==> config.mk <==
export PLATFORM = sky130hd
export DESIGN_NAME = rmq_newton
export DESIGN_NICKNAME = d
export VERILOG_FILES = /design/src/sv/rmq_pkg.sv /design/src/sv/rmq_newton.sv
export SDC_FILE = /design/constraint.sdc
export NUM_CORES = 2
export LEC_CHECK = 0
export ABC_AREA = 1
export BUFFER_PORTS_ARGS = -buffer_cell sky130_fd_sc_hd__buf_4
export CORE_MARGIN = 1
export CORE_UTILIZATION = 35
export CTS_BUF_LIST = sky130_fd_sc_hd__clkbuf_4 sky130_fd_sc_hd__clkbuf_8 sky130_fd_sc_hd__clkbuf_16
export DETAILED_ROUTE_END_ITERATION = 12
export PLACE_DENSITY = 0.58
export SYNTH_ARGS = -nofsm -noshare
export SYNTH_HDL_FRONTEND = slang
export SYNTH_SLANG_ARGS = --single-unit
==> constraint.sdc <==
create_clock -name clk -period 9.1 [get_ports clk]
set_clock_uncertainty 0.2 [all_clocks]
set_input_delay 0.455 -clock clk [delete_from_list [all_inputs] [get_ports clk]]
set_output_delay 0.455 -clock clk [all_outputs]
set_load 0.05 [all_outputs]
==> src/sv/rmq_pkg.sv <==
package rmq_pkg;

	localparam int IN_W  = 16;
	localparam int OUT_W = 16;

	// Sums of three Q2.14 entries plus one need 18 signed bits.
	localparam int CMP_W = 18;
	// A positive s stays below 2^17.
	localparam int S_W = 17;
	// Leading-one position of s and its halved even part.
	localparam int LEAD_W = 5;
	localparam int QH_W   = LEAD_W - 1;

	localparam int COMP_WIDTH_DEF   = 16;
	localparam int NEWTON_STEPS_DEF = 3;

	localparam int IN_TDATA_W  = 9 * IN_W;
	localparam int OUT_TDATA_W = 4 * OUT_W;
	localparam int OUT_TUSER_W = 3;

	localparam logic signed [CMP_W-1:0] ONE_Q14 = 18'sd16384;
	localparam logic [OUT_W-1:0] SAT_MAX = 16'h7FFF;
	localparam logic [OUT_W-1:0] SAT_MIN = 16'h8000;

	typedef enum logic [1:0] {
		CASE_W = 2'd0,
		CASE_Z = 2'd1,
		CASE_X = 2'd2,
		CASE_Y = 2'd3
	} dom_case_t;

	// Packed so that m00 sits in the lowest bits.
	typedef struct packed {
		logic signed [IN_W-1:0] m22;
		logic signed [IN_W-1:0] m21;
		logic signed [IN_W-1:0] m20;
		logic signed [IN_W-1:0] m12;
		logic signed [IN_W-1:0] m11;
		logic signed [IN_W-1:0] m10;
		logic signed [IN_W-1:0] m02;
		logic signed [IN_W-1:0] m01;
		logic signed [IN_W-1:0] m00;
	} mat_t;

	// Sideband that rides along the reciprocal square root pipeline.
	typedef struct packed {
		logic signed [CMP_W-1:0] cx;
		logic signed [CMP_W-1:0] cy;
		logic signed [CMP_W-1:0] cz;
		logic signed [CMP_W-1:0] cw;
		logic [QH_W-1:0]         qh;
		dom_case_t               dc;
		logic                    bad;
	} side_t;

	typedef struct packed {
		logic                    bad;
		dom_case_t               dc;
		logic [OUT_W-1:0]        qw;
		logic [OUT_W-1:0]        qz;
		logic [OUT_W-1:0]        qy;
		logic [OUT_W-1:0]        qx;
	} res_t;

endpackage

==> src/sv/rmq_newton.sv <==
module rmq_newton
	import rmq_pkg::*;
#(
	parameter int COMP_WIDTH = COMP_WIDTH_DEF
) (
	input  logic                  clk,
	input  logic                  arst_n,
	input  logic                  in_valid,
	output logic                  in_ready,
	input  logic [COMP_WIDTH+1:0] m_in,
	input  logic [COMP_WIDTH:0]   y_in,
	input  side_t                 side_in,
	output logic                  out_valid,
	input  logic                  out_ready,
	output logic [COMP_WIDTH+1:0] m_out,
	output logic [COMP_WIDTH:0]   y_out,
	output side_t                 side_out
);

	localparam int F  = COMP_WIDTH;
	localparam int YW = F + 1;
	localparam int MW = F + 2;
	localparam int TW = F + 1;
	localparam int UW = F + 3;
	localparam int DW = F + 2;
	localparam logic [UW-1:0] THREE = UW'({2'b11, {F{1'b0}}});

	logic [2*YW-1:0]  pyy;
	logic [MW+TW-1:0] pmt;
	logic [YW+DW-1:0] pyd;
	logic [UW-1:0]    dfull;
	logic [DW-1:0]    d;

	logic             v_s1, v_s2, v_s3;
	logic             en_s1, en_s2, en_s3;
	logic [TW-1:0]    t_s1;
	logic [UW-1:0]    u_s2;
	logic [YW-1:0]    y_s1, y_s2, y_s3;
	logic [MW-1:0]    m_s1, m_s2, m_s3;
	side_t            side_s1, side_s2, side_s3;

	assign en_s3    = !v_s3 || out_ready;
	assign en_s2    = !v_s2 || en_s3;
	assign en_s1    = !v_s1 || en_s2;
	assign in_ready = en_s1;

	// t = y*y
	assign pyy = (2*YW)'(y_in) * (2*YW)'(y_in);
	// u = m*t
	assign pmt = (MW+TW)'(m_s1) * (MW+TW)'(t_s1);
	// d = 3 - u, floored at zero, then y = y*d/2
	assign dfull = THREE - u_s2;
	assign d     = (u_s2 > THREE) ? '0 : dfull[DW-1:0];
	assign pyd   = (YW+DW)'(y_s2) * (YW+DW)'(d);

	always_ff @(posedge clk or negedge arst_n) begin
		if (!arst_n) begin
			v_s1 <= 1'b0;
			v_s2 <= 1'b0;
			v_s3 <= 1'b0;
		end else begin
			if (en_s1) begin
				v_s1 <= in_valid;
			end
			if (en_s2) begin
				v_s2 <= v_s1;
			end
			if (en_s3) begin
				v_s3 <= v_s2;
			end
		end
	end

	always_ff @(posedge clk) begin
		if (en_s1) begin
			t_s1    <= pyy[F +: TW];
			y_s1    <= y_in;
			m_s1    <= m_in;
			side_s1 <= side_in;
		end
		if (en_s2) begin
			u_s2    <= pmt[F +: UW];
			y_s2    <= y_s1;
			m_s2    <= m_s1;
			side_s2 <= side_s1;
		end
		if (en_s3) begin
			y_s3    <= pyd[F+1 +: YW];
			m_s3    <= m_s2;
			side_s3 <= side_s2;
		end
	end

	assign out_valid = v_s3;
	assign m_out     = m_s3;
	assign y_out     = y_s3;
	assign side_out  = side_s3;

endmodule

==> flow_summary.json <==
{
  "cts_made_buffers": 42,
  "clkLatencyLatePin_ns": 0.59,
  "grt.busiest_layer": "met2",
  "wl_per_cell_um": 16.7,
  "grt_pass1_wl_um": 166000,
  "dp_hpwl_um": 83500,
  "use_met3": 0.0220,
  "crit_path_max_fanout": 25,
  "rsz0062_at_grt": "no",
  "syn_area_sq_um": 40900,
  "synth_fp_nets": 5418,
  "final_util": 0.401,
  "met1_usage": 0.230,
  "max_freq_mhz": 131,
  "numClockSinks": 381,
  "diodes": 0,
  "gp_congestion": 0.953,
  "fillCellCount": 11600,
  "grt_pass1_vias": 30600,
  "vias_per_cell": 4.62,
  "final_hold_viol_count": 0,
  "dieWidth_um": 344,
  "max_stage_delay_ns": 0.57,
  "dp_worst_setup_slack_ns": 1.43,
  "layout_commonest_cell": "inv_1",
  "status": "finished, final reports clean",
  "synth_edf_count": 378,
  "initialDrtViolationCount": 1433,
  "layout_min_cycle_time_ns": 7.65,
  "root_buffer": "clkbuf_16",
  "port_buffers": 233,
  "syn-instance-count": 4320,
  "cts.repair.resized": 0,
  "slew_headroom": 0.354,
  "firstDrtPassIters": 5,
  "use_met2": 0.320,
  "async_flop_share": 0.00787,
  "finalCritPeriodShare": 0.840,
  "finalSetupViolations": 0,
  "layout.nets": 5674,
  "cts.path.max_buffers": 3,
  "slowest_stage": "fa_1",
  "wl_um": 103000,
  "rows": 125,
  "final_cell_mix": "1147 x inv_1, 924 x nand2_1, 663 x fa_1, 378 x edfxtp_1, 317 x ha_1",
  "vias": 28400,
  "post_cts_buffers": 0,
  "drive_above_1_share": 0.0772,
  "layout_setup_ws_ns": 1.45,
  "maxCapViolations": 0,
  "cp.required_ns": 9.24,
  "ys.flop_type": "edfxtp_1",
  "die_y_um": 344,
  "arrival_ns": 7.79,
  "slew_violations": 0,
  "hold_class": "in -> reg",
  "overflow": 0,
  "yosysSeqAreaShare": 0.280,
  "path_clk_slew_ns": 0.06,
  "io-pin-count": 234,
  "start_kind": "flop",
  "synthToLayoutAreaGrowth_pct": 13.8,
  "core-area_sq_um": 116000,
  "synth_cell_types": 40,
  "grt_start_max_net_pins": 78,
  "initial_utilization": 0.352,
  "synth_warnings": 0,
  "dieArea_sq_um": 118000,
  "worstSetupPathType": "reg -> reg",
  "synth-seq-cells": 381,
  "cts-hold-fix-buffers": 100,
  "track_usage": 0.179,
  "finalSetupTns_ns": 0,
  "avgSynthCellArea_sq_um": 9.46,
  "ant_nets": 0,
  "end_kind": "flop",
  "antenna_found_initial": 4,
  "cts_tree": "done",
  "drc_errors": 0,
  "htree_levels": 2,
  "max_slew.worst_pin.slew_ns": 0.969
}
Yosys cell counts, types with 8 or more instances:
library cell  count  share of area
inv_1          1148           0.11
ha_1            317          0.097
nor2_1          282          0.026
buf_2             9         0.0011
a21o_1           11         0.0020
xor2_1           38         0.0081
nand4_1          34         0.0052
o211ai_1          8         0.0015
a21boi_0          8         0.0015
nor3_1           21         0.0026
nand3_1          75         0.0092
edfxtp_1        378           0.28
inv_2             9        0.00083
nand2_1         926          0.085
clkbuf_1        122          0.011
xnor2_1          13         0.0028
fa_1            663           0.32
o21ai_0          55         0.0067
a21oi_1         102          0.012
o21bai_1         22         0.0040
flip-flops by register name, summed over array words and instances (netlist names):
signal and cells:
side_s1 79, out_valid 1, m_s2 18, t_s1 17, v_s2 1, m_s1 18
m_out 18, u_s2 19, y_out 17, y_s2 17, y_s1 17, v_s1 1
side_out 79, side_s2 79
path summary, 6_finish.rpt:
check                      slack (ns)  depth (start not counted)                endpoint             startpoint
hold reg to reg                  0.21                          0  side_out[49]$_DFFE_PP_  side_s2[49]$_DFFE_PP_
setup / recovery                 1.45                         28      y_out[3]$_DFFE_PP_      u_s2[0]$_DFFE_PP_
setup reg to reg                 1.45                         28      y_out[3]$_DFFE_PP_      u_s2[0]$_DFFE_PP_
min in group asynchronous        0.59                          3        v_s1$_DFFE_PN0P_                 arst_n
hold / removal                   0.07                          1      y_s1[16]$_DFFE_PP_               y_in[16]
max in group asynchronous        7.96                          3   out_valid$_DFFE_PN0P_                 arst_n
kinds of logic after synthesis:
logic type	after synthesis	share of synthesized area
xor gates and xnor gates	51	0.0109
and+or+nand+nor	1379	0.135
DFF	381	0.280
AOI/OAI and AO/OA	227	0.0318
buffers and inverters	1302	0.120
adders and majority gates	980	0.422
per-layer routing:
layer / share of wire / vias up
li1: - / 13400
met1: 0.43 / 14100
met2: 0.50 / 674
met3: 0.045 / 146
met4: 0.023 / 8
met5: 0.00056 / -
stage by stage:
| step | cells | area, sq um | hold slack [ns] |
|---|---|---|---|
| CTS | 6133 | 46500 | 0.0298 |
| floorplan | 4320 | 40900 | -0.0406 |
| global placement | 5956 | 44100 | 0.0470 |
| global route | 6133 | 46500 | 0.0470 |
| detailed placement | 5956 | 44100 | 0.0497 |
| finish | 6133 | 46500 | 0.0703 |
layout make-up:
class                   instances  area, sq um  share of cell area
multi-input cells            2637        24500               0.528
flip-flops and latches        381        11400               0.246
inverters                    1162         4370              0.0939
repair buffers                352         2890              0.0622
well taps                    1524         1910              0.0410
clock buffers                  49         1100              0.0237
clock inverters                28          267             0.00573
critical path, delay by kind of cell (launching register included):
| kind | cells | cell delay [ns] |
|---|---|---|
| adders and majority gates | 8 | 3.50 |
| and+or+nand+nor | 9 | 1.76 |
| buffers and inverters | 7 | 0.71 |
| AOI/OAI and AO/OA | 3 | 0.71 |
| DFF | 1 | 0.38 |
| xor gates and xnor gates | 1 | 0.15 |
Power is not shown: default switching activity piles up to over one toggle a cycle in this logic, so the estimate is an artifact.
