===== config.mk =====
export PLATFORM = sky130hd
export DESIGN_NAME = rmq_scale
export DESIGN_NICKNAME = d
export VERILOG_FILES = /design/src/sv/rmq_pkg.sv /design/src/sv/rmq_scale.sv
export SDC_FILE = /design/constraint.sdc
export NUM_CORES = 2
export LEC_CHECK = 0
export BUFFER_PORTS_ARGS = -buffer_cell sky130_fd_sc_hd__buf_4
export CORE_MARGIN = 8
export CORE_UTILIZATION = 45
export CTS_BUF_LIST = sky130_fd_sc_hd__clkbuf_16
export DETAILED_ROUTE_END_ITERATION = 6
export MAX_ROUTING_LAYER = met4
export PLACE_DENSITY = 0.69
export SYNTH_ARGS = -nofsm -noshare
export SYNTH_HDL_FRONTEND = slang
export SYNTH_SLANG_ARGS = --single-unit

===== constraint.sdc =====
create_clock -name clk -period 7.7 [get_ports clk]
set_clock_uncertainty 0.15 [all_clocks]
set_input_delay 0 -clock clk [delete_from_list [all_inputs] [get_ports clk]]
set_output_delay 0 -clock clk [all_outputs]
set_load 0.01 [all_outputs]

===== src/sv/rmq_pkg.sv =====
package rmq_pkg;

	localparam int IN_W  = 16;
	localparam int OUT_W = 16;

	// Sums of three Q2.14 entries plus one need 18 signed bits.
	localparam int CMP_W = 18;
	// A positive s stays below 2^17.
	localparam int S_W = 17;
	// Leading-one position of s and its halved even part.
	localparam int LEAD_W = 5;
	localparam int QH_W   = LEAD_W - 1;

	localparam int COMP_WIDTH_DEF   = 16;
	localparam int NEWTON_STEPS_DEF = 3;

	localparam int IN_TDATA_W  = 9 * IN_W;
	localparam int OUT_TDATA_W = 4 * OUT_W;
	localparam int OUT_TUSER_W = 3;

	localparam logic signed [CMP_W-1:0] ONE_Q14 = 18'sd16384;
	localparam logic [OUT_W-1:0] SAT_MAX = 16'h7FFF;
	localparam logic [OUT_W-1:0] SAT_MIN = 16'h8000;

	typedef enum logic [1:0] {
		CASE_W = 2'd0,
		CASE_Z = 2'd1,
		CASE_X = 2'd2,
		CASE_Y = 2'd3
	} dom_case_t;

	// Packed so that m00 sits in the lowest bits.
	typedef struct packed {
		logic signed [IN_W-1:0] m22;
		logic signed [IN_W-1:0] m21;
		logic signed [IN_W-1:0] m20;
		logic signed [IN_W-1:0] m12;
		logic signed [IN_W-1:0] m11;
		logic signed [IN_W-1:0] m10;
		logic signed [IN_W-1:0] m02;
		logic signed [IN_W-1:0] m01;
		logic signed [IN_W-1:0] m00;
	} mat_t;

	// Sideband that rides along the reciprocal square root pipeline.
	typedef struct packed {
		logic signed [CMP_W-1:0] cx;
		logic signed [CMP_W-1:0] cy;
		logic signed [CMP_W-1:0] cz;
		logic signed [CMP_W-1:0] cw;
		logic [QH_W-1:0]         qh;
		dom_case_t               dc;
		logic                    bad;
	} side_t;

	typedef struct packed {
		logic                    bad;
		dom_case_t               dc;
		logic [OUT_W-1:0]        qw;
		logic [OUT_W-1:0]        qz;
		logic [OUT_W-1:0]        qy;
		logic [OUT_W-1:0]        qx;
	} res_t;

endpackage


===== src/sv/rmq_scale.sv =====
module rmq_scale
	import rmq_pkg::*;
#(
	parameter int COMP_WIDTH = COMP_WIDTH_DEF
) (
	input  logic                clk,
	input  logic                arst_n,
	input  logic                in_valid,
	output logic                in_ready,
	input  logic [COMP_WIDTH:0] y_in,
	input  side_t               side_in,
	output logic                out_valid,
	input  logic                out_ready,
	output res_t                res
);

	localparam int YW   = COMP_WIDTH + 1;
	localparam int MAGW = CMP_W + YW;
	localparam int SW   = MAGW + 1;
	// Rounding bit sits at R-1 with R = COMP_WIDTH - 6 + q/2.
	localparam int RB   = COMP_WIDTH - 7;
	localparam logic [SW-1:0] LIM_NEG = SW'(32768);
	localparam logic [SW-1:0] LIM_POS = SW'(32767);

	logic signed [CMP_W-1:0] comp [4];
	logic [CMP_W-1:0]        absv [4];
	logic [MAGW-1:0]         prod [4];
	logic [SW-1:0]           sum  [4];
	logic [SW-1:0]           rnd  [4];
	logic [OUT_W-1:0]        lo   [4];
	logic [OUT_W-1:0]        val  [4];

	logic                    v_s1, v_s2, en_s1, en_s2;
	logic [MAGW-1:0]         mag_s1 [4];
	logic [3:0]              neg_s1;
	logic [QH_W-1:0]         qh_s1;
	dom_case_t               dc_s1;
	logic                    bad_s1;
	res_t                    res_s2;

	assign comp[0] = side_in.cx;
	assign comp[1] = side_in.cy;
	assign comp[2] = side_in.cz;
	assign comp[3] = side_in.cw;

	always_comb begin
		for (int i = 0; i < 4; i++) begin
			absv[i] = comp[i][CMP_W-1] ? (~comp[i] + 1'b1) : comp[i];
			prod[i] = MAGW'(absv[i]) * MAGW'(y_in);
		end
	end

	// Round to nearest, ties away from zero, then saturate.
	always_comb begin
		for (int i = 0; i < 4; i++) begin
			sum[i] = SW'(mag_s1[i]) + (SW'(1) << (RB + int'(qh_s1)));
			rnd[i] = sum[i] >> (RB + 1 + int'(qh_s1));
			lo[i]  = rnd[i][OUT_W-1:0];
			if (bad_s1) begin
				val[i] = '0;
			end else if (neg_s1[i]) begin
				val[i] = (rnd[i] > LIM_NEG) ? SAT_MIN : (~lo[i] + 1'b1);
			end else begin
				val[i] = (rnd[i] > LIM_POS) ? SAT_MAX : lo[i];
			end
		end
	end

	assign en_s2    = !v_s2 || out_ready;
	assign en_s1    = !v_s1 || en_s2;
	assign in_ready = en_s1;

	always_ff @(posedge clk or negedge arst_n) begin
		if (!arst_n) begin
			v_s1 <= 1'b0;
			v_s2 <= 1'b0;
		end else begin
			if (en_s1) begin
				v_s1 <= in_valid;
			end
			if (en_s2) begin
				v_s2 <= v_s1;
			end
		end
	end

	always_ff @(posedge clk) begin
		if (en_s1) begin
			for (int i = 0; i < 4; i++) begin
				mag_s1[i] <= prod[i];
				neg_s1[i] <= comp[i][CMP_W-1];
			end
			qh_s1  <= side_in.qh;
			dc_s1  <= side_in.dc;
			bad_s1 <= side_in.bad;
		end
		if (en_s2) begin
			res_s2.qx  <= val[0];
			res_s2.qy  <= val[1];
			res_s2.qz  <= val[2];
			res_s2.qw  <= val[3];
			res_s2.dc  <= dc_s1;
			res_s2.bad <= bad_s1;
		end
	end

	assign out_valid = v_s2;
	assign res       = res_s2;

endmodule


==> flow_summary.ini <==
[die]
start_util_pct = 45.3
io_pins = 169
die_w_um = 393
design.core.area_um2 = 141000
num_rows = 138
die_h_um = 393
die_area_um2 = 154000

[clocking]
htreeDepth = 1
cts_sinks = 216
clkLatencyLatePin_ns = 0.59
clkTransAtPathRegs_ns = 0.06
cts_buffers = 25
cts_buffer_depth = 3
cts_tree = yes
root_buffer = clkbuf_16

[logic_synthesis]
yosysWarningCount = 0
netlist_top_cells_area = fa_1 30%, ha_1 11%, edfxtp_1 10%, inv_1 7.9%, nand2_1 5.9%
synthArstFlopShare_pct = 0.926
yosysTopAreaCell = fa_1
seq_area_frac_synth_pct = 10.1
synth_seq_cells = 216
ys_types = 115
synth_area_um2 = 63900
synth_edf_count = 214
synth_top_area_share_pct = 29.9
syn_inst = 7620
syn_avg_cell_area_um2 = 8.39
synth_ff_type = edfxtp_1

[hold_path]
worstHoldStart = out_ready
worst_hold_path_type = in2reg
min_path_cells = 4
whs_endpoint = v_s1

[timing]
setup_ws_ns = 0.265
hold_violations = 0
max_slew_margin_pct = 20.8
setup_viol = 0
maxSlewViolCount = 0
min_period_ns = 7.44
rsz0062_at_grt = yes
clock.fmax_mhz = 134
tightest_slew_ns = 1.18
fin_crit_sh_pct = 96.6

[layout]
num-fill-cells = 13400
multi_input_area_um2 = 51300
drive_above_1_share_pct = 9.86
final_common_cell = inv_1
seqCellArea_um2 = 6480
final_cell_mix = 1354 x inv_1, 1008 x nand2_1, 956 x fa_1, 571 x and2_1, 561 x buf_4
fin_util_pct = 50.0
area_growth_pct = 10.5
fin_nets = 9512

[run_status]
status = complete, but fails checks
violations = design-rule violations

[drt]
vias = 55600
drtPass1Iterations = 7
wl_mm = 204
first_iter_violations = 4512
vias_per_cell = 5.67
drtAntennaViolNets = 0
wire_per_inst_um = 20.8
drc = 2

[global_route]
grt_usage_pct = 26.7
grt_pass1_vias = 56100
grt_overflow = 0
grt_pass1_wl_mm = 319
grt_max_degree = 69
antenna_found_initial = 8

[setup_path]
critPathArrivalTime_ns = 7.61
worstPathBufferInverterCount = 10
r2r_slack_ns = 0.46
worstSetupStartpointType = primary input
required_ns = 7.88
cp_max_fo = 5
regToRegStartpoint = qh_s1[1]
max_stage_delay_ns = 0.57
crit_family = adder cells
critical_path_class = in2reg
worst_r2r_path_depth = 22
cp_slowest_cell = or4_1
reg2reg_to = res[4]
cp-end-kind = flop

[place]
place.gp.congestion = 1.02
io_buffer_count = 168
dp_hpwl_mm = 165
place_ws_ns = -0.396

[flow_run]
drv_cap = 0
[layer usage]
| metal | wire length (µm) | track usage (%) |
|---|---|---|
| met3 | 18400 | 4.28 |
| met2 | 87600 | 39.9 |
| met4 | 5310 | 6.23 |
| met5 | 0 | - |
| met1 | 92400 | 38.0 |
[flip-flops by register name (all words and copies together), names as in the netlist]
| register | cells |
|---|---|
| out_valid | 1 |
| v_s1 | 1 |
| qh_s1 | 4 |
| bad_s1 | 1 |
| dc_s1 | 2 |
| neg_s1 | 4 |
| mag_s1 | 136 |
| res | 67 |
[worst max-delay path by stage]
stage                    endpoint  depth (start not counted)         from
global placement    mag_s1[1][34]                         32  side_in[48]
detailed placement  mag_s1[1][34]                         30  side_in[48]
global route        mag_s1[2][34]                         31  side_in[42]
CTS                 mag_s1[0][34]                         33  side_in[78]
finish              mag_s1[1][29]                         32  side_in[48]
floorplan           mag_s1[2][34]                         36  side_in[25]
[area by class of cell]
type | count | share of cell area [%]
antenna | 4 | 0.0142
clock buffer | 25 | 0.885
clock inverter | 20 | 0.237
inverter | 1354 | 7.19
multi-input combinational | 5699 | 72.5
sequential | 216 | 9.16
tap | 1890 | 3.35
timing repair buffer | 600 | 6.65
[per-stage QoR]
stage | cell area [µm²] | instances | TNS, ns | hold WS (ns)
floorplan | 64200 | 7667 | -0.0656 | -0.446
global placement | 69400 | 9728 | -2.43 | -0.368
detailed placement | 69400 | 9728 | -4.17 | -0.367
CTS | 70500 | 9798 | 0 | 0.00569
global route | 70700 | 9806 | -0.0742 | 0.0335
finish | 70700 | 9808 | 0 | 0.00717
[synth_stat cells (27+ instances only)]
library cell	n
or3_1	45
a211oi_1	82
mux2i_1	59
xor2_1	65
nand4_1	45
mux2_2	27
o31ai_1	39
nand2_1	1008
nor2b_1	28
a221oi_1	32
nor2_1	330
fa_1	956
o21ai_0	199
xnor2_1	192
nor4_1	27
clkbuf_1	356
ha_1	560
a21oi_1	293
o21a_1	47
o211ai_1	56
nand2b_1	54
nor3_1	110
nand3_1	109
and3_1	44
edfxtp_1	214
a31oi_1	38
a21o_1	108
and2_1	571
inv_1	1349
[cell families after synthesis]
logic type | count (synthesis) | synth area share, %
AOI/OAI and AO/OA | 1294 | 14.1
xor gates and xnor gates | 258 | 3.55
adders and majority gates | 1517 | 40.9
buffers and inverters | 1752 | 10.3
DFF | 216 | 10.1
muxes | 108 | 2.17
other | 1 | 0.00586
and+or+nand+nor | 2474 | 18.8
[timing repair]
item | in CTS | in global routing
resized for setup | 0 | 35
setup buffers | 0 | 6
hold endpoints to repair | 20 | 0
endpoints found under the setup margin | 0 | 26
hold buffers | 25 | 0
[tightest hold or removal path: cells and delay by family]
| family | cells | cell delay, ns |
|---|---|---|
| AND/OR/NAND/NOR | 2 | 0.29 |
| buffers and inverters | 2 | 0.40 |
Power is left out: the tool's default activity adds up to more than one toggle a clock period on the data nets, which glitch-free logic cannot reach.
