File: src/sv/rmq_pkg.sv
package rmq_pkg;

	localparam int IN_W  = 16;
	localparam int OUT_W = 16;

	// Sums of three Q2.14 entries plus one need 18 signed bits.
	localparam int CMP_W = 18;
	// A positive s stays below 2^17.
	localparam int S_W = 17;
	// Leading-one position of s and its halved even part.
	localparam int LEAD_W = 5;
	localparam int QH_W   = LEAD_W - 1;

	localparam int COMP_WIDTH_DEF   = 16;
	localparam int NEWTON_STEPS_DEF = 3;

	localparam int IN_TDATA_W  = 9 * IN_W;
	localparam int OUT_TDATA_W = 4 * OUT_W;
	localparam int OUT_TUSER_W = 3;

	localparam logic signed [CMP_W-1:0] ONE_Q14 = 18'sd16384;
	localparam logic [OUT_W-1:0] SAT_MAX = 16'h7FFF;
	localparam logic [OUT_W-1:0] SAT_MIN = 16'h8000;

	typedef enum logic [1:0] {
		CASE_W = 2'd0,
		CASE_Z = 2'd1,
		CASE_X = 2'd2,
		CASE_Y = 2'd3
	} dom_case_t;

	// Packed so that m00 sits in the lowest bits.
	typedef struct packed {
		logic signed [IN_W-1:0] m22;
		logic signed [IN_W-1:0] m21;
		logic signed [IN_W-1:0] m20;
		logic signed [IN_W-1:0] m12;
		logic signed [IN_W-1:0] m11;
		logic signed [IN_W-1:0] m10;
		logic signed [IN_W-1:0] m02;
		logic signed [IN_W-1:0] m01;
		logic signed [IN_W-1:0] m00;
	} mat_t;

	// Sideband that rides along the reciprocal square root pipeline.
	typedef struct packed {
		logic signed [CMP_W-1:0] cx;
		logic signed [CMP_W-1:0] cy;
		logic signed [CMP_W-1:0] cz;
		logic signed [CMP_W-1:0] cw;
		logic [QH_W-1:0]         qh;
		dom_case_t               dc;
		logic                    bad;
	} side_t;

	typedef struct packed {
		logic                    bad;
		dom_case_t               dc;
		logic [OUT_W-1:0]        qw;
		logic [OUT_W-1:0]        qz;
		logic [OUT_W-1:0]        qy;
		logic [OUT_W-1:0]        qx;
	} res_t;

endpackage

File: src/sv/rmq_front.sv
module rmq_front
	import rmq_pkg::*;
#(
	parameter int COMP_WIDTH = COMP_WIDTH_DEF
) (
	input  logic                  clk,
	input  logic                  arst_n,
	input  logic                  in_valid,
	output logic                  in_ready,
	input  mat_t                  mat,
	output logic                  out_valid,
	input  logic                  out_ready,
	output logic [COMP_WIDTH+1:0] m_norm,
	output side_t                 side
);

	logic signed [CMP_W-1:0] e00, e01, e02, e10, e11, e12, e20, e21, e22;
	logic signed [CMP_W-1:0] a, b, c, s;
	side_t                   side_c;

	logic                    v_s1, v_s2;
	logic                    en_s1, en_s2;
	side_t                   side_s1, side_s2;
	logic [S_W-1:0]          sv_s1;
	logic [COMP_WIDTH+1:0]   m_s2;

	logic [LEAD_W-1:0]       lead;
	logic [LEAD_W-1:0]       qsh;
	logic [S_W+COMP_WIDTH-1:0] wide;
	side_t                   side_n;

	assign e00 = CMP_W'(mat.m00);
	assign e01 = CMP_W'(mat.m01);
	assign e02 = CMP_W'(mat.m02);
	assign e10 = CMP_W'(mat.m10);
	assign e11 = CMP_W'(mat.m11);
	assign e12 = CMP_W'(mat.m12);
	assign e20 = CMP_W'(mat.m20);
	assign e21 = CMP_W'(mat.m21);
	assign e22 = CMP_W'(mat.m22);

	// Case selection and the unnormalized quaternion.
	always_comb begin
		side_c    = '0;
		side_c.qh = '0;
		if (!e22[CMP_W-1]) begin
			a = e00 + e11;
			b = e10 - e01;
			c = ONE_Q14 + e22;
			if (!a[CMP_W-1]) begin
				s         = c + a;
				side_c.cx = e21 - e12;
				side_c.cy = e02 - e20;
				side_c.cz = b;
				side_c.cw = s;
				side_c.dc = CASE_W;
			end else begin
				s         = c - a;
				side_c.cx = e02 + e20;
				side_c.cy = e21 + e12;
				side_c.cz = s;
				side_c.cw = b;
				side_c.dc = CASE_Z;
			end
		end else begin
			a = e00 - e11;
			b = e10 + e01;
			c = ONE_Q14 - e22;
			if (!a[CMP_W-1] && (a != '0)) begin
				s         = c + a;
				side_c.cx = s;
				side_c.cy = b;
				side_c.cz = e02 + e20;
				side_c.cw = e21 - e12;
				side_c.dc = CASE_X;
			end else begin
				s         = c - a;
				side_c.cx = b;
				side_c.cy = s;
				side_c.cz = e21 + e12;
				side_c.cw = e02 - e20;
				side_c.dc = CASE_Y;
			end
		end
		side_c.bad = s[CMP_W-1] || (s == '0);
	end

	assign en_s2    = !v_s2 || out_ready;
	assign en_s1    = !v_s1 || en_s2;
	assign in_ready = en_s1;

	always_ff @(posedge clk or negedge arst_n) begin
		if (!arst_n) begin
			v_s1 <= 1'b0;
		end else if (en_s1) begin
			v_s1 <= in_valid;
		end
	end

	always_ff @(posedge clk) begin
		if (en_s1) begin
			side_s1 <= side_c;
			sv_s1   <= s[S_W-1:0];
		end
	end

	// Normalize s to m in [1,4) by an even shift.
	always_comb begin
		lead = '0;
		for (int i = 0; i < S_W; i++) begin
			if (sv_s1[i]) begin
				lead = LEAD_W'(i);
			end
		end
		qsh  = {lead[LEAD_W-1:1], 1'b0};
		wide = {sv_s1, {COMP_WIDTH{1'b0}}} >> qsh;
		side_n    = side_s1;
		side_n.qh = lead[LEAD_W-1:1];
	end

	always_ff @(posedge clk or negedge arst_n) begin
		if (!arst_n) begin
			v_s2 <= 1'b0;
		end else if (en_s2) begin
			v_s2 <= v_s1;
		end
	end

	always_ff @(posedge clk) begin
		if (en_s2) begin
			m_s2    <= wide[COMP_WIDTH+1:0];
			side_s2 <= side_n;
		end
	end

	assign out_valid = v_s2;
	assign m_norm    = m_s2;
	assign side      = side_s2;

`ifndef SYNTHESIS
	a_norm_range: assert property (@(posedge clk) disable iff (!arst_n)
		(en_s2 && v_s1 && !side_s1.bad) |=> (m_s2[COMP_WIDTH+1:COMP_WIDTH] != 2'b00))
		else $error("normalized s below one");
`endif

endmodule

File: config.mk
export PLATFORM = sky130hd
export DESIGN_NAME = rmq_front
export DESIGN_NICKNAME = d
export VERILOG_FILES = /design/src/sv/rmq_pkg.sv /design/src/sv/rmq_front.sv
export SDC_FILE = /design/constraint.sdc
export NUM_CORES = 1
export LEC_CHECK = 0
export ABC_AREA = 1
export BUFFER_PORTS_ARGS = -buffer_cell sky130_fd_sc_hd__buf_2
export CAP_MARGIN = 15
export CORE_UTILIZATION = 59
export DETAILED_ROUTE_END_ITERATION = 6
export GPL_TIMING_DRIVEN = 0
export PLACE_DENSITY = 0.92
export SLEW_MARGIN = 30
export SYNTH_ARGS = -nofsm -noshare
export SYNTH_HDL_FRONTEND = slang
export SYNTH_SLANG_ARGS = --single-unit
File: constraint.sdc
create_clock -name clk -period 8.8 [get_ports clk]
set_input_delay 0.44 -clock clk [delete_from_list [all_inputs] [get_ports clk]]
set_output_delay 0.44 -clock clk [all_outputs]
set_load 0.02 [all_outputs]
==> results of run 1 <==
final cells by class:
cell class | count | area [µm²] | area share
inverter | 382 | 1430 | 0.0687
tap | 396 | 495 | 0.0237
buffer | 95 | 455 | 0.0218
multi-input combinational | 1751 | 10900 | 0.521
clock inverter | 15 | 150 | 0.00720
sequential | 191 | 5730 | 0.274
clock buffer | 17 | 425 | 0.0204
antenna | 1 | 2.50 | 0.000120
timing repair buffer | 250 | 1320 | 0.0631
tightest hold or removal path, cell delays in order:
cell     delay (ns)
buf_2          0.07
inv_1          0.03
nand2_1        0.05
sequential cells by signal, indices dropped and copies added (netlist names):
| signal | cells |
|---|---|
| m_norm | 18 |
| out_valid | 1 |
| side | 79 |
| side_n | 75 |
| sv_s1 | 17 |
| v_s1 | 1 |
metal layers:
metal,vias to the layer above,share of wire
met5,-,0
met2,1111,0.46
met3,224,0.092
li1,8542,-
met4,0,0.057
met1,8362,0.39
per-stage QoR:
step                setup slack (ns)  utilization
floorplan                       4.48            -
global placement                2.95        0.658
detailed placement              2.93        0.661
CTS                             3.38        0.680
global route                    2.99        0.680
finish                          3.27        0.680
synthesized netlist by cell type (12+ instances only):
| cell | count | share of area |
|---|---|---|
| o21ai_0 | 141 | 0.038 |
| nand3_1 | 137 | 0.037 |
| o31ai_1 | 15 | 0.0061 |
| nor2_1 | 108 | 0.022 |
| edfxtp_1 | 189 | 0.31 |
| o21ai_1 | 12 | 0.0033 |
| clkbuf_1 | 57 | 0.012 |
| inv_1 | 377 | 0.077 |
| xor2_1 | 157 | 0.075 |
| nand2_2 | 19 | 0.0064 |
| fa_1 | 12 | 0.013 |
| buf_2 | 17 | 0.0046 |
| a21oi_1 | 179 | 0.049 |
| o211ai_1 | 15 | 0.0061 |
| ha_1 | 201 | 0.14 |
| o221ai_1 | 39 | 0.019 |
| nand2_1 | 548 | 0.11 |
| nor3_1 | 35 | 0.0095 |
| a21boi_0 | 12 | 0.0049 |
where the power goes:
| group | total (mW) | switching, mW | internal, mW |
|---|---|---|---|
| Combinational | 2.27 | 1.58 | 0.687 |
| Sequential | 1.43 | 0.0847 | 1.34 |
| Clock | 0.767 | 0.390 | 0.376 |
| Total | 4.46 | 2.05 | 2.40 |
cells by family (layout without fill, tap and decap cells):
| group | after synthesis | count (layout) |
|---|---|---|
| fa+ha+maj | 213 | 213 |
| other cells | 0 | 1 |
| compound gates | 477 | 477 |
| xor+xnor | 169 | 169 |
| simple gates | 891 | 891 |
| mux | 1 | 1 |
| flops | 191 | 191 |
| buf+inv | 477 | 759 |
timing repair:
action	in CTS	in global routing
endpoints found under the hold margin	2	0
hold buffers	1	0
setup buffers	0	0
worst max path at each step:
stage | end | cells after the start | slack (ns)
after floorplan | side_n[0] | 27 | 4.48
after global placement | side_n[0] | 27 | 2.95
after global routing | side_n[0] | 28 | 2.99
after CTS | side_n[0] | 28 | 3.38
after detailed placement | side_n[0] | 27 | 2.93
final | side_n[0] | 28 | 3.27
==> results.cfg, run 1 <==
[global_routing]
grt-ovfl-total = 0
met2_usage = 0.634
grt_max_degree = 54
met1_usage = 0.474
grt.total_usage = 0.382
grt_busiest_layer = met2
grt_pass1_vias = 17066
grt.met3_usage = 0.0573
grt_pass1_wl_mm = 92.1
antenna_found_initial = 2

[clock_tree]
cts.sinks = 191
cts_buffers = 17
clockRootBuffer = clkbuf_16
cts_tree = done
cts_htree_levels = 4
clk_pin_slew_worst_paths_ns = 0.08
ctsResizeCount = 0
clk_latency_ns = 0.47
clock_path_buffers = 2

[timing]
setup_viol = 0
worst_hold_slack_ns = 0.164
layout_worst_path_cycle_share = 0.628
tns_ns = 0
tightest_slew_ns = 0.861
fmax_mhz = 181
finClkSkew_ns = 0.0124
slew_viol_final = 0
slew_headroom = 0.420
hold_viol_final = 0
rsz0062_at_grt = no
period_needed_ns = 5.53

[die]
dieArea_mm2 = 0.0320
start_util = 0.602
std_cell_rows = 64
die_x_um = 179
dieHeight_um = 179
io_pins = 247
coreArea_mm2 = 0.0307

[synth]
synth_cell_types = 55
syn_nets = 2780
synth_edf_count = 189
synth_top_family_by_area = simple AND/OR/NAND/NOR gates
syn_area_mm2 = 0.0185
synth-main-ff-cell = edfxtp_1
yosysWarnings = 0
avgSynthCellArea_um2 = 7.63
synth-seq-area-share = 0.310
synth-compound-area-share = 0.153
synthSimpleGateAreaFrac = 0.204
synth_fa_ha_area_frac = 0.149
synthMuxAreaShare = 0.000542
postSynth.asyncResetShare = 0.0105
syn_inst = 2419
yosys.area_share.xor_xnor = 0.0810
ys_ff_latch = 191

[run]
cap_violations = 0

[worst_setup_path]
critical_path_class = in -> reg
cp.arrival_ns = 5.81
r2r-start = sv_s1[12]
reg2reg_depth = 9
reg2reg_slack_ns = 5.99
end_kind = flip-flop
critPathBufInv = 8
cp.required_ns = 9.08
startpoint_type = primary input
startpoint = mat[66]
cpMaxStageDelayCell = o21ai_0
crit_family = compound AO/OA/AOI/OAI gates
cp_max_fo = 10
cp_slowest_stage_delay_ns = 0.68
reg2reg_to = m_norm[17]

[route]
wl_per_cell_um = 19.9
wl_mm = 61.5
vias = 18239
vias_per_cell = 5.89
dr.first_iter.drc_count = 2251
postRouteAntennaNets = 0
drc = 0
first_pass_iters = 6

[placement]
io_buffers = 246
place.gp.congestion = 1.06
placedCellCount = 3064
dpl_cell_area_mm2 = 0.0203
hpwl_mm = 51.1

[power_and_ir_drop]
vdd_drop_max_v = 0.000133
powerDensity_mw_per_mm2 = 214
p_leak_nw = 10.6
power_mw = 4.46

[cells_and_area]
final_cells = 3098
nNetsFinal = 3049
syn_to_final_growth_pct = 13.1
final_area_mm2 = 0.0209
drive_above_1_share = 0.133
layout_commonest_cell = nand2_1
n_fill_cell = 2654
final_cell_mix = 547 x nand2_1, 377 x inv_1, 263 x buf_2

[status]
status = completed

[hold_path]
hold_end = v_s1
min_from = in_valid
holdCritPathClass = in -> reg
holdPathStages = 3
Power figures use the tool's default switching activity.
==> run 2: changes to the inputs <==
==> constraint.sdc (replaced) <==
create_clock -name clk -period 5.29 [get_ports clk]
set_input_delay 0.2645 -clock clk [delete_from_list [all_inputs] [get_ports clk]]
set_output_delay 0.2645 -clock clk [all_outputs]
set_load 0.02 [all_outputs]
==> run 2 against run 1 <==
- utilization hardly changed
- critical path type unchanged
- non-clock buffer count is 1 higher
- largest power group unchanged
- sequential share of layout area hardly changed
- routed wire length increased by 0.21%
- clock power increased by 66%
- combinational power increased by 66%
- highest routed layer unchanged
- flip-flop and latch count is the same
- die area is the same
- critical endpoint unchanged
==> results.cfg, run 2 (same netlist as run 1, synthesis figures left out) <==
[route]
postRouteAntennaNets = 0
vias_per_cell = 5.90
wl_mm = 61.6
vias = 18278
wl_per_cell_um = 19.9
first_pass_iters = 7
dr.first_iter.drc_count = 2099
drc = 0

[worst_setup_path]
cp_slowest_stage_delay_ns = 0.43
end_kind = flip-flop
cpMaxStageDelayCell = nor3_1
startpoint_type = primary input
reg2reg_slack_ns = 2.49
cp.required_ns = 5.56
critical_path_class = in -> reg
critPathMostFrequentCell = nand2_1
cp.arrival_ns = 5.23
cp_max_fo = 10

[power_and_ir_drop]
cellInternalPower_mw = 4.00
power_mw = 7.41
vdd_drop_max_v = 0.000221
powerDensity_mw_per_mm2 = 355
clock_power_share = 0.172
p_leak_nw = 10.6
swShare = 0.460
pwr-share-comb = 0.508
seqPwrFrac = 0.320
switching_power_mw = 3.41

[placement]
dpl_cell_area_mm2 = 0.0203
hpwl_mm = 51.1
pre_cts_ws_ns = -0.408
place.gp.congestion = 1.06
io_buffers = 246
placedCellCount = 3064

[global_routing]
grt_pass1_vias = 17075
grt_max_degree = 54
grt_pass1_wl_mm = 92.2
antenna_found_initial = 2
grt-ovfl-total = 0
grt.total_usage = 0.382

[clock_tree]
cts_setup_buffers = 0
cts_buffers = 17
cts_tree = done
clk_latency_ns = 0.46
clk_pin_slew_worst_paths_ns = 0.07
clock_path_buffers = 2
clockRootBuffer = clkbuf_16
cts_htree_levels = 4
cts.sinks = 191

[die]
coreArea_mm2 = 0.0307
dieArea_mm2 = 0.0320
start_util = 0.602
die_x_um = 179
io_pins = 247
std_cell_rows = 64
dieHeight_um = 179

[cells_and_area]
utilization = 0.681
n_fill_cell = 2652
final_cells = 3099
largest_reg_flops = 79
layout_commonest_cell = nand2_1
final_cell_mix = 547 x nand2_1, 377 x inv_1, 263 x buf_2
drive_above_1_share = 0.133
nNetsFinal = 3050
syn_to_final_growth_pct = 13.1
final_area_mm2 = 0.0209

[hold_path]
holdCritPathClass = in -> async

[timing]
rsz0062_at_grt = no
setup_viol = 0
fmax_mhz = 202
hold_viol_final = 0
finClkSkew_ns = 0.0116
tns_ns = 0
tightest_slew_ns = 0.793
slew_viol_final = 0
period_needed_ns = 4.96
layout_worst_path_cycle_share = 0.937
slew_headroom = 0.471
worst_hold_slack_ns = 0.108
fin_ws_ns = 0.334

[run]
cap_violations = 0

[status]
status = completed
run 2: cell types whose count changed in the layout (fill, tap and decap cells not counted):
cell           before  now
dlygate4sd3_1       1    2
o21ai_0           141  138
o21ai_1            12   15
o31ai_1            15   14
o31ai_2             0    1
run 2: cell type report:
type	instances	area, µm²	area share
clock buffer	17	425	0.0204
sequential	191	5730	0.274
antenna	1	2.50	0.000120
tap	396	495	0.0237
timing repair buffer	251	1330	0.0635
clock inverter	15	150	0.00719
buffer	95	455	0.0218
inverter	382	1430	0.0687
multi-input combinational	1751	10900	0.520
run 2: final timing paths:
path | from | end | cells past startpoint
worst min register to register | side_n[19] | side[19] | 0
worst min-delay path | arst_n | out_valid | 2
max in group asynchronous | arst_n | v_s1 | 2
min in group clk | mat[143] | side_n[2] | 1
worst max-delay path | mat[66] | side_n[0] | 28
worst max register to register | sv_s1[12] | m_norm[17] | 9
run 2: critical path: cells and delay by family:
kind / cells / cell delay (ns)
buffers and inverters: 5 / 0.64
AND/OR/NAND/NOR: 12 / 1.81
adder cells (fa/ha/maj): 2 / 0.55
AO/OA/AOI/OAI: 7 / 1.44
XOR/XNOR: 2 / 0.51
run 2: power groups by stage:
| stage | registers [mW] | clock network [mW] | logic (mW) |
|---|---|---|---|
| global placement | 2.39 | 0 | 3.56 |
| CTS | 2.37 | 1.27 | 3.65 |
| global route | 2.41 | 1.33 | 4.06 |
| floorplan | 2.64 | 0 | 2.18 |
| finish | 2.37 | 1.27 | 3.77 |
| detailed placement | 2.40 | 0 | 3.63 |
run 2: layer usage:
metal	global-route usage	vias to the layer above	wire length [µm]
li1	-	8557	-
met1	0.474	8366	23900
met2	0.634	1131	28600
met3	0.0573	224	5680
met4	0.211	0	3460
met5	0	-	0
run 2: what timing repair did:
| action | in CTS | in global routing |
|---|---|---|
| gates resized for setup | 0 | 4 |
| hold buffers | 2 | 0 |
| hold endpoints to repair | 3 | 0 |
| setup endpoints to repair | 0 | 2 |
