===== config.mk =====
export PLATFORM = sky130hd
export DESIGN_NAME = rmq_seed
export DESIGN_NICKNAME = d
export VERILOG_FILES = /design/src/sv/rmq_pkg.sv /design/src/sv/rmq_seed.sv
export SDC_FILE = /design/constraint.sdc
export NUM_CORES = 1
export LEC_CHECK = 0
export ABC_CLOCK_PERIOD_IN_PS = 5750
export BUFFER_PORTS_ARGS = -buffer_cell sky130_fd_sc_hd__buf_2
export CORE_ASPECT_RATIO = 0.9
export CORE_MARGIN = 2
export CORE_UTILIZATION = 56
export CTS_CLUSTER_SIZE = 40
export DETAILED_ROUTE_END_ITERATION = 8
export GPL_TIMING_DRIVEN = 0
export HOLD_SLACK_MARGIN = 0.15
export MAX_ROUTING_LAYER = met4
export PLACE_DENSITY = 0.86
export SYNTH_ARGS = -nofsm -noshare
export SYNTH_HDL_FRONTEND = slang
export SYNTH_SLANG_ARGS = --single-unit

===== constraint.sdc =====
create_clock -name clk -period 5.75 [get_ports clk]
set_input_delay 0.575 -clock clk [delete_from_list [all_inputs] [get_ports clk]]
set_output_delay 0.575 -clock clk [all_outputs]
set_load 0.05 [all_outputs]

===== src/sv/rmq_pkg.sv =====
package rmq_pkg;

	localparam int IN_W  = 16;
	localparam int OUT_W = 16;

	// Sums of three Q2.14 entries plus one need 18 signed bits.
	localparam int CMP_W = 18;
	// A positive s stays below 2^17.
	localparam int S_W = 17;
	// Leading-one position of s and its halved even part.
	localparam int LEAD_W = 5;
	localparam int QH_W   = LEAD_W - 1;

	localparam int COMP_WIDTH_DEF   = 16;
	localparam int NEWTON_STEPS_DEF = 3;

	localparam int IN_TDATA_W  = 9 * IN_W;
	localparam int OUT_TDATA_W = 4 * OUT_W;
	localparam int OUT_TUSER_W = 3;

	localparam logic signed [CMP_W-1:0] ONE_Q14 = 18'sd16384;
	localparam logic [OUT_W-1:0] SAT_MAX = 16'h7FFF;
	localparam logic [OUT_W-1:0] SAT_MIN = 16'h8000;

	typedef enum logic [1:0] {
		CASE_W = 2'd0,
		CASE_Z = 2'd1,
		CASE_X = 2'd2,
		CASE_Y = 2'd3
	} dom_case_t;

	// Packed so that m00 sits in the lowest bits.
	typedef struct packed {
		logic signed [IN_W-1:0] m22;
		logic signed [IN_W-1:0] m21;
		logic signed [IN_W-1:0] m20;
		logic signed [IN_W-1:0] m12;
		logic signed [IN_W-1:0] m11;
		logic signed [IN_W-1:0] m10;
		logic signed [IN_W-1:0] m02;
		logic signed [IN_W-1:0] m01;
		logic signed [IN_W-1:0] m00;
	} mat_t;

	// Sideband that rides along the reciprocal square root pipeline.
	typedef struct packed {
		logic signed [CMP_W-1:0] cx;
		logic signed [CMP_W-1:0] cy;
		logic signed [CMP_W-1:0] cz;
		logic signed [CMP_W-1:0] cw;
		logic [QH_W-1:0]         qh;
		dom_case_t               dc;
		logic                    bad;
	} side_t;

	typedef struct packed {
		logic                    bad;
		dom_case_t               dc;
		logic [OUT_W-1:0]        qw;
		logic [OUT_W-1:0]        qz;
		logic [OUT_W-1:0]        qy;
		logic [OUT_W-1:0]        qx;
	} res_t;

endpackage


===== src/sv/rmq_seed.sv =====
module rmq_seed
	import rmq_pkg::*;
#(
	parameter int COMP_WIDTH = COMP_WIDTH_DEF
) (
	input  logic                  clk,
	input  logic                  arst_n,
	input  logic                  in_valid,
	output logic                  in_ready,
	input  logic [COMP_WIDTH+1:0] m_in,
	input  side_t                 side_in,
	output logic                  out_valid,
	input  logic                  out_ready,
	output logic [COMP_WIDTH+1:0] m_out,
	output logic [COMP_WIDTH:0]   y_out,
	output side_t                 side_out
);

	localparam int F    = COMP_WIDTH;
	localparam int NW   = F + 3;
	localparam int HW   = F + 2;
	localparam int NDIG = (HW + 7) / 8;
	localparam int PW   = NDIG * 8;
	localparam logic [NW-1:0] SEVEN  = {3'b111, {F{1'b0}}};
	localparam logic [F:0]    Y_ONE  = {1'b1, {F{1'b0}}};
	localparam logic [F:0]    Y_HALF = {2'b01, {(F-1){1'b0}}};

	logic [NW-1:0] num;
	logic [PW-1:0] half_p, quo;
	logic [1:0]    rem;
	logic [9:0]    dv, r10;
	logic [19:0]   prod;
	logic [7:0]    qd;

	logic          v_s1, en_s1;
	logic [F+1:0]  m_s1;
	logic [F:0]    y_s1;
	side_t         side_s1;

	// Seed (7 - m)/6: halve, then divide by three one byte at a time.
	always_comb begin
		num    = SEVEN - NW'(m_in);
		half_p = PW'(num[NW-1:1]);
		quo    = '0;
		rem    = '0;
		dv     = '0;
		prod   = '0;
		qd     = '0;
		r10    = '0;
		for (int k = NDIG - 1; k >= 0; k--) begin
			dv   = {rem, half_p[k*8 +: 8]};
			prod = 20'(dv) * 20'd683;
			qd   = prod[18:11];
			r10  = dv - 10'(qd) * 10'd3;
			rem  = r10[1:0];
			quo[k*8 +: 8] = qd;
		end
	end

	assign en_s1    = !v_s1 || out_ready;
	assign in_ready = en_s1;

	always_ff @(posedge clk or negedge arst_n) begin
		if (!arst_n) begin
			v_s1 <= 1'b0;
		end else if (en_s1) begin
			v_s1 <= in_valid;
		end
	end

	always_ff @(posedge clk) begin
		if (en_s1) begin
			y_s1    <= quo[F:0];
			m_s1    <= m_in;
			side_s1 <= side_in;
		end
	end

	assign out_valid = v_s1;
	assign m_out     = m_s1;
	assign y_out     = y_s1;
	assign side_out  = side_s1;

`ifndef SYNTHESIS
	a_seed_range: assert property (@(posedge clk) disable iff (!arst_n)
		(in_valid && in_ready && !side_in.bad) |=> ((y_s1 >= Y_HALF) && (y_s1 <= Y_ONE)))
		else $error("seed outside one half to one");
`endif

endmodule


==> reports/metrics.cfg, run 1 <==
[worst_setup_path]
worst-setup-path-type=input port to flip-flop
cp_slowest_cell=fa_1
end_kind=flip-flop
cpMostUsedCell=ha_4
r2r-start=out_valid
cp_max_fo=4
arrival_ns=9.24
crit_buf_inv=6
r2r_cells=2
slowest_delay_ns=0.56
cp.required_ns=5.90
critical_path.top_delay_family=adder cells
cp-start-kind=input port
reg2reg_to=y_out[2]
rrSetupSlack_ns=4.07

[sta]
setup_violations=9
tns_ns=-23.87
fmax_mhz=110
maxSlewViolCount=0
finalClockSkew_ns=0.00455
finalCritPeriodShare_pct=158
rsz0062_at_grt=true
setup_ws_ns=-3.34
slew_headroom_pct=54.0
finalHoldViolations=0
finalCriticalPeriod_ns=9.09
whs_ns=0.333
tightest_slew_ns=0.684

[synthesis]
syn_avg_cell_area_um2=13.8
synth_top_area_share_pct=48.1
synth_area_leader_cell=edfxtp_1
synthCells=515
synth_edf_count=114
synthFlopType=edfxtp_1
synth_async_sr_flop_share_pct=0.870
synth_cell_types=46
synth_area_leaders=edfxtp_1, ha_1, fa_1
syn-num-nets=776
yosysWarnings=0
synth_seq_cells=115
yosysSeqAreaShare_pct=48.4
netlist_area_mm2=0.00712

[cells_and_area]
syn_to_final_growth_pct=38.8
layout_commonest_cell=buf_2
mostFrequentLayoutCells=buf_2, edfxtp_1, ha_1
fill_cells=678
final_nets=1046
layout-drive-gt1-share_pct=46.9
antenna_cells=0

[worst_hold_path]
min_from=side_in[29]
hold_path_end=side_out[29]
hold_class=input port to flip-flop
holdPathStages=1

[global_routing]
antenna_found_initial=0
met1_usage_pct=32.4
grt_pass1_wl_mm=28.0
gr-total-overflow=0
grt_max_degree=70
top_usage_layer=met2
grt_pass1_vias=5513
grt_use_met3_pct=6.28
groute.usage.overall_pct=28.4
met2_usage_pct=48.8

[clock_network]
clkSinkCount=115
ctsLongestPathBuffers=2
tritoncts=yes
clock-root-buffer=clkbuf_16
clock_latency_ns=0.41
cts_made_buffers=17
htree_levels=4
clkTransAtPathRegs_ns=0.06

[placed_design]
place_congestion=0.918
post-dp-hpwl_mm=13.4
dp_slack_ns=-4.45
io_buffers=216

[routing]
wirelength_mm=19.4
firstDrtPassIters=6
drtIter0Drc=344
drc=0
ant_nets=0
vias_per_cell=5.38
num_vias=5180
wire_per_inst_um=20.2

[die]
core_region_area_mm2=0.0125
die_w_um=123
fp.dieArea_mm2=0.0136
die_h_um=111
start_util_pct=56.8
ios=217
rows=39

[status]
status=complete, but fails checks
violations=setup timing

[run]
max-cap-violations=0

[worst reg2reg max path, cell delays in order (launching register included)]
cell      delay [ns]
dfrtp_1         0.40
nand2b_4        0.49
buf_16          0.39
[metal layers]
layer	wire [um]	up-vias	part of all wire, %
li1	-	2354	-
met1	7170	2540	37
met2	10300	240	53
met3	1370	46	7.1
met4	586	0	3.0
met5	0	-	0
[what timing repair did]
item | 4_1_cts | 5_1_grt
gates resized for setup | 57 | 27
hold endpoints to repair | 1 | 0
buffers inserted | 22 | 13
pin swaps | 37 | 28
hold buffers | 1 | 0
endpoints found under the setup margin | 13 | 12
[flip-flops by register name, indices dropped and copies added, names as in the netlist]
signal,cells
m_out,18
side_out,79
out_valid,1
y_out,17
[cell families (layout without fill, tap and decap cells)]
| family | count (synthesis) | after routing | share of synthesized area, % |
|---|---|---|---|
| compound gates | 39 | 39 | 4.09 |
| xor+xnor | 35 | 35 | 4.83 |
| fa+ha+maj | 160 | 160 | 32.4 |
| buf+inv | 88 | 371 | 4.64 |
| flops | 115 | 115 | 48.4 |
| simple gates | 78 | 78 | 5.59 |
[Yosys cell counts, types with 2 or more instances]
| master | n |
|---|---|
| nor2_1 | 26 |
| xor2_1 | 12 |
| nor3_1 | 3 |
| nor4_1 | 4 |
| o211ai_1 | 2 |
| xnor2_1 | 20 |
| fa_1 | 41 |
| o21ai_0 | 5 |
| clkbuf_1 | 3 |
| a21boi_0 | 2 |
| edfxtp_1 | 114 |
| o31ai_2 | 2 |
| and2_1 | 3 |
| or2_2 | 2 |
| o22ai_1 | 2 |
| a211oi_1 | 2 |
| a21oi_1 | 11 |
| ha_1 | 119 |
| o31ai_1 | 2 |
| a21oi_2 | 2 |
| o21a_1 | 2 |
| nand2_1 | 15 |
| and3_2 | 2 |
| or3_1 | 3 |
| nand2b_1 | 5 |
| inv_1 | 85 |
| nand3_1 | 7 |
[stage by stage]
stage          util (%)  instances  instance area (um2)
3_5_place_dp       68.3        896                 8570
6_report           78.8        962                 9880
5_1_grt            78.8        962                 9880
4_1_cts            76.7        949                 9620
2_1_floorplan         -        515                 7250
3_3_place_gp       68.0        895                 8530
[cell type report]
type | instances | area, um2 | area share (%)
Tap cell | 164 | 205 | 2.08
Multi-Input combinational cell | 312 | 3940 | 39.8
Inverter | 85 | 322 | 3.25
Clock inverter | 15 | 133 | 1.34
Buffer | 1 | 3.75 | 0.0380
Timing Repair Buffer | 253 | 1410 | 14.3
Sequential cell | 115 | 3450 | 34.9
Clock buffer | 17 | 425 | 4.30
[how the worst max path moves through the flow]
| stage | from | to | slack [ns] | cells past startpoint |
|---|---|---|---|---|
| floorplan | m_in[2] | y_out[7] | -3.14 | 36 |
| global placement | m_in[2] | y_out[7] | -4.14 | 38 |
| detailed placement | m_in[9] | y_out[7] | -4.45 | 39 |
| CTS | m_in[5] | y_out[7] | -3.19 | 37 |
| global route | m_in[4] | y_out[7] | -3.57 | 37 |
| finish | m_in[4] | y_out[7] | -3.34 | 37 |
Power of run 1 is left out: the tool's default activity adds up to more than one toggle a clock period on the data nets, which glitch-free logic cannot reach.
==> inputs of run 2 (changes only) <==
- CELL_PAD_IN_SITES_DETAIL_PLACEMENT: default -> 1
- CELL_PAD_IN_SITES_GLOBAL_PLACEMENT: default -> 1
- CORE_UTILIZATION: 56 -> 45
- PLACE_DENSITY: 0.86 -> default
- PLACE_DENSITY_LB_ADDON: default -> 0.1
==> run 2 against run 1 <==
Net effect:
- the flow still finishes with violations (setup timing)
- highest routed layer unchanged
- die area increased by 24%
- first-iteration DRC count decreased by 53%
- fmax increased by 0.90%
- final area increased by 0.56%
- sequential cell count unchanged
- register-to-register slack got worse by 0.03 ns
- cell count increased by 4.0%
- clock skew increased by 0.0024 ns
- setup slack improved by 0.081 ns
==> reports/metrics.cfg, run 2 (same netlist as run 1, synthesis figures left out) <==
[clock_network]
tritoncts=yes
htree_levels=4  ; unchanged
ctsLongestPathBuffers=2  ; unchanged
clkTransAtPathRegs_ns=0.06  ; about the same
clkSinkCount=115  ; unchanged
clock_latency_ns=0.41  ; about the same
clock-root-buffer=clkbuf_16
cts_made_buffers=17  ; unchanged

[worst_hold_path]
hold_class=input port to flip-flop
holdPathStages=1  ; unchanged

[status]
violations=setup timing
status=complete, but fails checks

[routing]
ant_nets=0  ; unchanged
num_vias=5024  ; -3.0%
wirelength_mm=20.6  ; +6.2%
vias_per_cell=5.02  ; -6.7%
wire_per_inst_um=20.6  ; +2.1%
firstDrtPassIters=4  ; -2
drtIter0Drc=161  ; -53%
drc=0  ; unchanged

[run]
max-cap-violations=0  ; unchanged

[sta]
tightest_slew_ns=0.790  ; +0.105 ns
finalClockSkew_ns=0.00696  ; +0.00242 ns
maxSlewViolCount=0  ; unchanged
setup_violations=8  ; -1
finalHoldViolations=0  ; unchanged
setup_ws_ns=-3.26  ; +0.0812 ns
finalCriticalPeriod_ns=9.01  ; -0.0812 ns
rsz0062_at_grt=true
finalCritPeriodShare_pct=157  ; -1.4 points
fmax_mhz=111  ; +0.90%
slew_headroom_pct=47.0  ; -7.1 points

[worst_setup_path]
critical_path.top_delay_family=adder cells
cp-start-kind=input port
cp.depth=37  ; unchanged
r2r_cells=2  ; unchanged
arrival_ns=9.15  ; -0.09 ns
worst-setup-path-type=input port to flip-flop
slowest_delay_ns=0.54  ; -0.02 ns
cp.required_ns=5.89  ; about the same
end_kind=flip-flop
crit_buf_inv=6  ; unchanged
cp_slowest_cell=fa_1
cpMostUsedCell=ha_4
cp_max_fo=4  ; unchanged

[placed_design]
io_buffers=216  ; unchanged
dp_slack_ns=-4.52  ; -0.0724 ns
post-dp-hpwl_mm=15.7  ; +17%
place_congestion=0.851  ; -7.3%

[cells_and_area]
final_nets=1043  ; -0.29%
mostFrequentLayoutCells=buf_2, edfxtp_1, ha_1
layout_commonest_cell=buf_2
largest_reg_flops=79  ; unchanged
syn_to_final_growth_pct=39.5
final_util_pct=64.4  ; -14 points
layout-drive-gt1-share_pct=45.4  ; -1.5 points

[global_routing]
grt_pass1_wl_mm=30.4  ; +8.3%
grt_pass1_vias=5409  ; -1.9%
groute.usage.overall_pct=25.5  ; -2.9 points
antenna_found_initial=2  ; +2
grt_max_degree=68  ; -2.9%
gr-total-overflow=0  ; unchanged

[die]
die_h_um=123  ; +11%
core_region_area_mm2=0.0154  ; +23%
ios=217  ; unchanged
fp.dieArea_mm2=0.0168  ; +24%
rows=43  ; +10%
start_util_pct=46.1  ; -11 points
die_w_um=137  ; +11%

run 2: final cells by class:
cell class              instances  area (um2)
clock buffers                  23         458
inverters                      85         324
clock inverters                 9         156
diodes                          3        7.51
multi-input cells             312        3890
well taps                     202         253
repair buffers                250        1390
fillers                      1579        5500
flip-flops and latches        115        3450
plain buffers                   1        3.75
run 2: routing by layer:
layer / routed length [um] / part of all wire [%] / track usage, %
met5: 0 / 0 / -
met4: 404 / 2.0 / 8.20
met3: 1340 / 6.5 / 5.86
met2: 10500 / 51 / 44.1
met1: 8330 / 40 / 29.5
run 2: stage by stage:
step / instance area, um2 / hold slack [ns] / instances / setup TNS, ns
finish: 9940 / 0.339 / 1000 / -23.62
global route: 9940 / 0.326 / 999 / -25.78
CTS: 9760 / 0.323 / 992 / -22.90
detailed placement: 8620 / 0.355 / 934 / -36.44
global placement: 8580 / 0.350 / 933 / -33.28
floorplan: 7250 / 0.279 / 515 / -22.22
run 2: worst reg2reg max path, stage by stage, from the launching register on:
cell,delay [ns]
dfrtp_1,0.42
nand2b_4,0.53
buf_16,0.38
run 2: path summary, 6_finish.rpt:
path,from,endpoint,slack (ns)
worst max-delay path,m_in[4],y_out[7],-3.26
worst min-delay path,side_in[46],side_out[46],0.34
worst max register to register,out_valid,m_out[11],4.04
worst min register to register,out_valid,out_valid,1.07
max in group asynchronous,arst_n,out_valid,5.17
min in group asynchronous,arst_n,out_valid,0.49
run 2: timing repair:
| action | 4_1_cts | 5_1_grt |
|---|---|---|
| setup endpoints to repair | 13 | 12 |
| resized for setup | 57 | 23 |
| pin swaps | 34 | 22 |
| hold endpoints to repair | 1 | 0 |
| buffers inserted | 26 | 7 |
| hold buffers | 1 | 0 |
| cloned | 0 | 0 |
Power of run 2 is left out for the same reason.
==> inputs of run 3 (changes only) <==
- ABC_CLOCK_PERIOD_IN_PS: 5750 -> 10000
- CORE_UTILIZATION: 45 -> 42
- clock period: 5.75 -> 10 ns (I/O delays scaled with it)
==> run 3 against run 2 <==
Net effect:
- the flow now finishes without violations
- sequential cell count unchanged
- global-route usage down 4.0 points
- core utilization down 7.5 points
- via count down 1.6%
- die area up 6.9%
- critical path depth unchanged
- first-iteration DRC count up 4.3%
- count of clock-buffer cells in the layout down 5
- critical path type unchanged
- highest routed layer unchanged
==> reports/metrics.cfg, run 3 (same netlist as run 1, synthesis figures left out) <==
[status]
status=completed

[placed_design]
io_buffers=216  ; unchanged
place_congestion=0.815  ; -4.3%
dp_slack_ns=-1.11  ; +3.41 ns
post-dp-hpwl_mm=14.6  ; -7.0%

[sta]
fmax_mhz=103
maxSlewViolCount=0  ; unchanged
tns_ns=0  ; +23.62 ns
setup_violations=0  ; -8
whs_ns=0.348  ; +0.00876 ns
finalClockSkew_ns=0.00858  ; +0.00161 ns
finalHoldViolations=0  ; unchanged
setup_ws_ns=0.280  ; +3.54 ns
tightest_slew_ns=0.855  ; +0.0649 ns
finalCriticalPeriod_ns=9.72
slew_headroom_pct=43.0  ; -4.0 points
finalCritPeriodShare_pct=97.2

[clock_network]
clkTransAtPathRegs_ns=0.06  ; about the same
htree_levels=4  ; unchanged
cts_hold_buf=0  ; -1
ctsLongestPathBuffers=2  ; unchanged
clkSinkCount=115  ; unchanged
tritoncts=yes
cts_made_buffers=17  ; unchanged
clock-root-buffer=clkbuf_16
clock_latency_ns=0.41  ; about the same

[die]
start_util_pct=42.6  ; -3.5 points
rows=45  ; +4.7%
die_w_um=141  ; +3.4%
fp.dieArea_mm2=0.0180  ; +6.9%
core_region_area_mm2=0.0167  ; +8.3%
ios=217  ; unchanged
die_h_um=128  ; +3.4%

[cells_and_area]
layout-drive-gt1-share_pct=41.2  ; -4.2 points
final_nets=1024  ; -1.8%
syn_to_final_growth_pct=33.6
mostFrequentLayoutCells=buf_2, edfxtp_1, ha_1
largest_reg_flops=79  ; unchanged
fill_cells=1735  ; +9.9%
layout_commonest_cell=buf_2
antenna_cells=0  ; -3

[routing]
firstDrtPassIters=4  ; unchanged
drtIter0Drc=168  ; +4.3%
ant_nets=0  ; unchanged
wirelength_mm=19.0  ; -7.5%
vias_per_cell=5.01  ; -0.34%
num_vias=4942  ; -1.6%
wire_per_inst_um=19.3  ; -6.3%
drc=0  ; unchanged

[global_routing]
gr-total-overflow=0  ; unchanged
grt_max_degree=63  ; -7.4%
groute.usage.overall_pct=21.5  ; -4.0 points
grt_pass1_wl_mm=28.6  ; -6.0%
grt_pass1_vias=5236  ; -3.2%
antenna_found_initial=0  ; -2

[run]
max-cap-violations=0  ; unchanged

[worst_setup_path]
critical_path.top_delay_family=adder cells
cp_slowest_cell=fa_1
worst-setup-path-type=input port to flip-flop
crit_buf_inv=9  ; +3
arrival_ns=9.88  ; +0.73 ns
slowest_delay_ns=0.55  ; about the same
cp.required_ns=10.16  ; +4.27 ns
end_kind=flip-flop
cp_max_fo=6  ; +2
cp-start-kind=input port

[worst_hold_path]
hold_class=input port to asynchronous set/reset pin

==> run 3: cell count changes in the layout (fill, tap and decap cells not counted), sizes merged, moves of 2 or more <==
cell	change
buf	-18
clkinvlp	+4
clkbuf	-5
diode	-3
inv	+3
bufinv	-2
==> run 3: what timing repair did <==
action,4_1_cts,5_1_grt
pin swaps,16,25
setup buffers,10,4
setup endpoints to repair,5,5
gates resized for setup,19,30
==> run 3: layout make-up <==
class | instances | area, um2 | share of cell area, %
tap | 211 | 264 | 2.77
inverter | 85 | 319 | 3.35
buffer | 1 | 3.75 | 0.0394
multi-input combinational | 312 | 3690 | 38.7
sequential | 115 | 3450 | 36.2
clock inverter | 14 | 153 | 1.60
clock buffer | 18 | 429 | 4.51
timing repair buffer | 231 | 1210 | 12.8
==> run 3: per-stage QoR <==
stage	instances	instance area, um2	util, %
floorplan	515	7140	-
global placement	942	8490	50.7
detailed placement	943	8520	51.0
CTS	985	9290	55.6
global route	987	9520	56.9
finish	987	9520	56.9
==> run 3: layer usage <==
layer | routed length (um) | GRT usage, %
met1 | 7980 | 26.1
met2 | 9800 | 36.6
met3 | 1020 | 5.13
met4 | 245 | 5.35
met5 | 0 | -
==> run 3: path summary, 6_finish.rpt <==
| path | to | slack, ns | start | cells after the start |
|---|---|---|---|---|
| worst max-delay path | y_out[6] | 0.28 | m_in[5] | 37 |
| worst min-delay path | out_valid | 0.35 | arst_n | 1 |
| worst max register to register | m_out[15] | 8.25 | out_valid | 2 |
| worst min register to register | out_valid | 1.12 | out_valid | 2 |
| max in group asynchronous | out_valid | 9.57 | arst_n | 1 |
| min in group clk | side_out[13] | 0.75 | side_in[13] | 1 |
Power of run 3 is left out for the same reason.
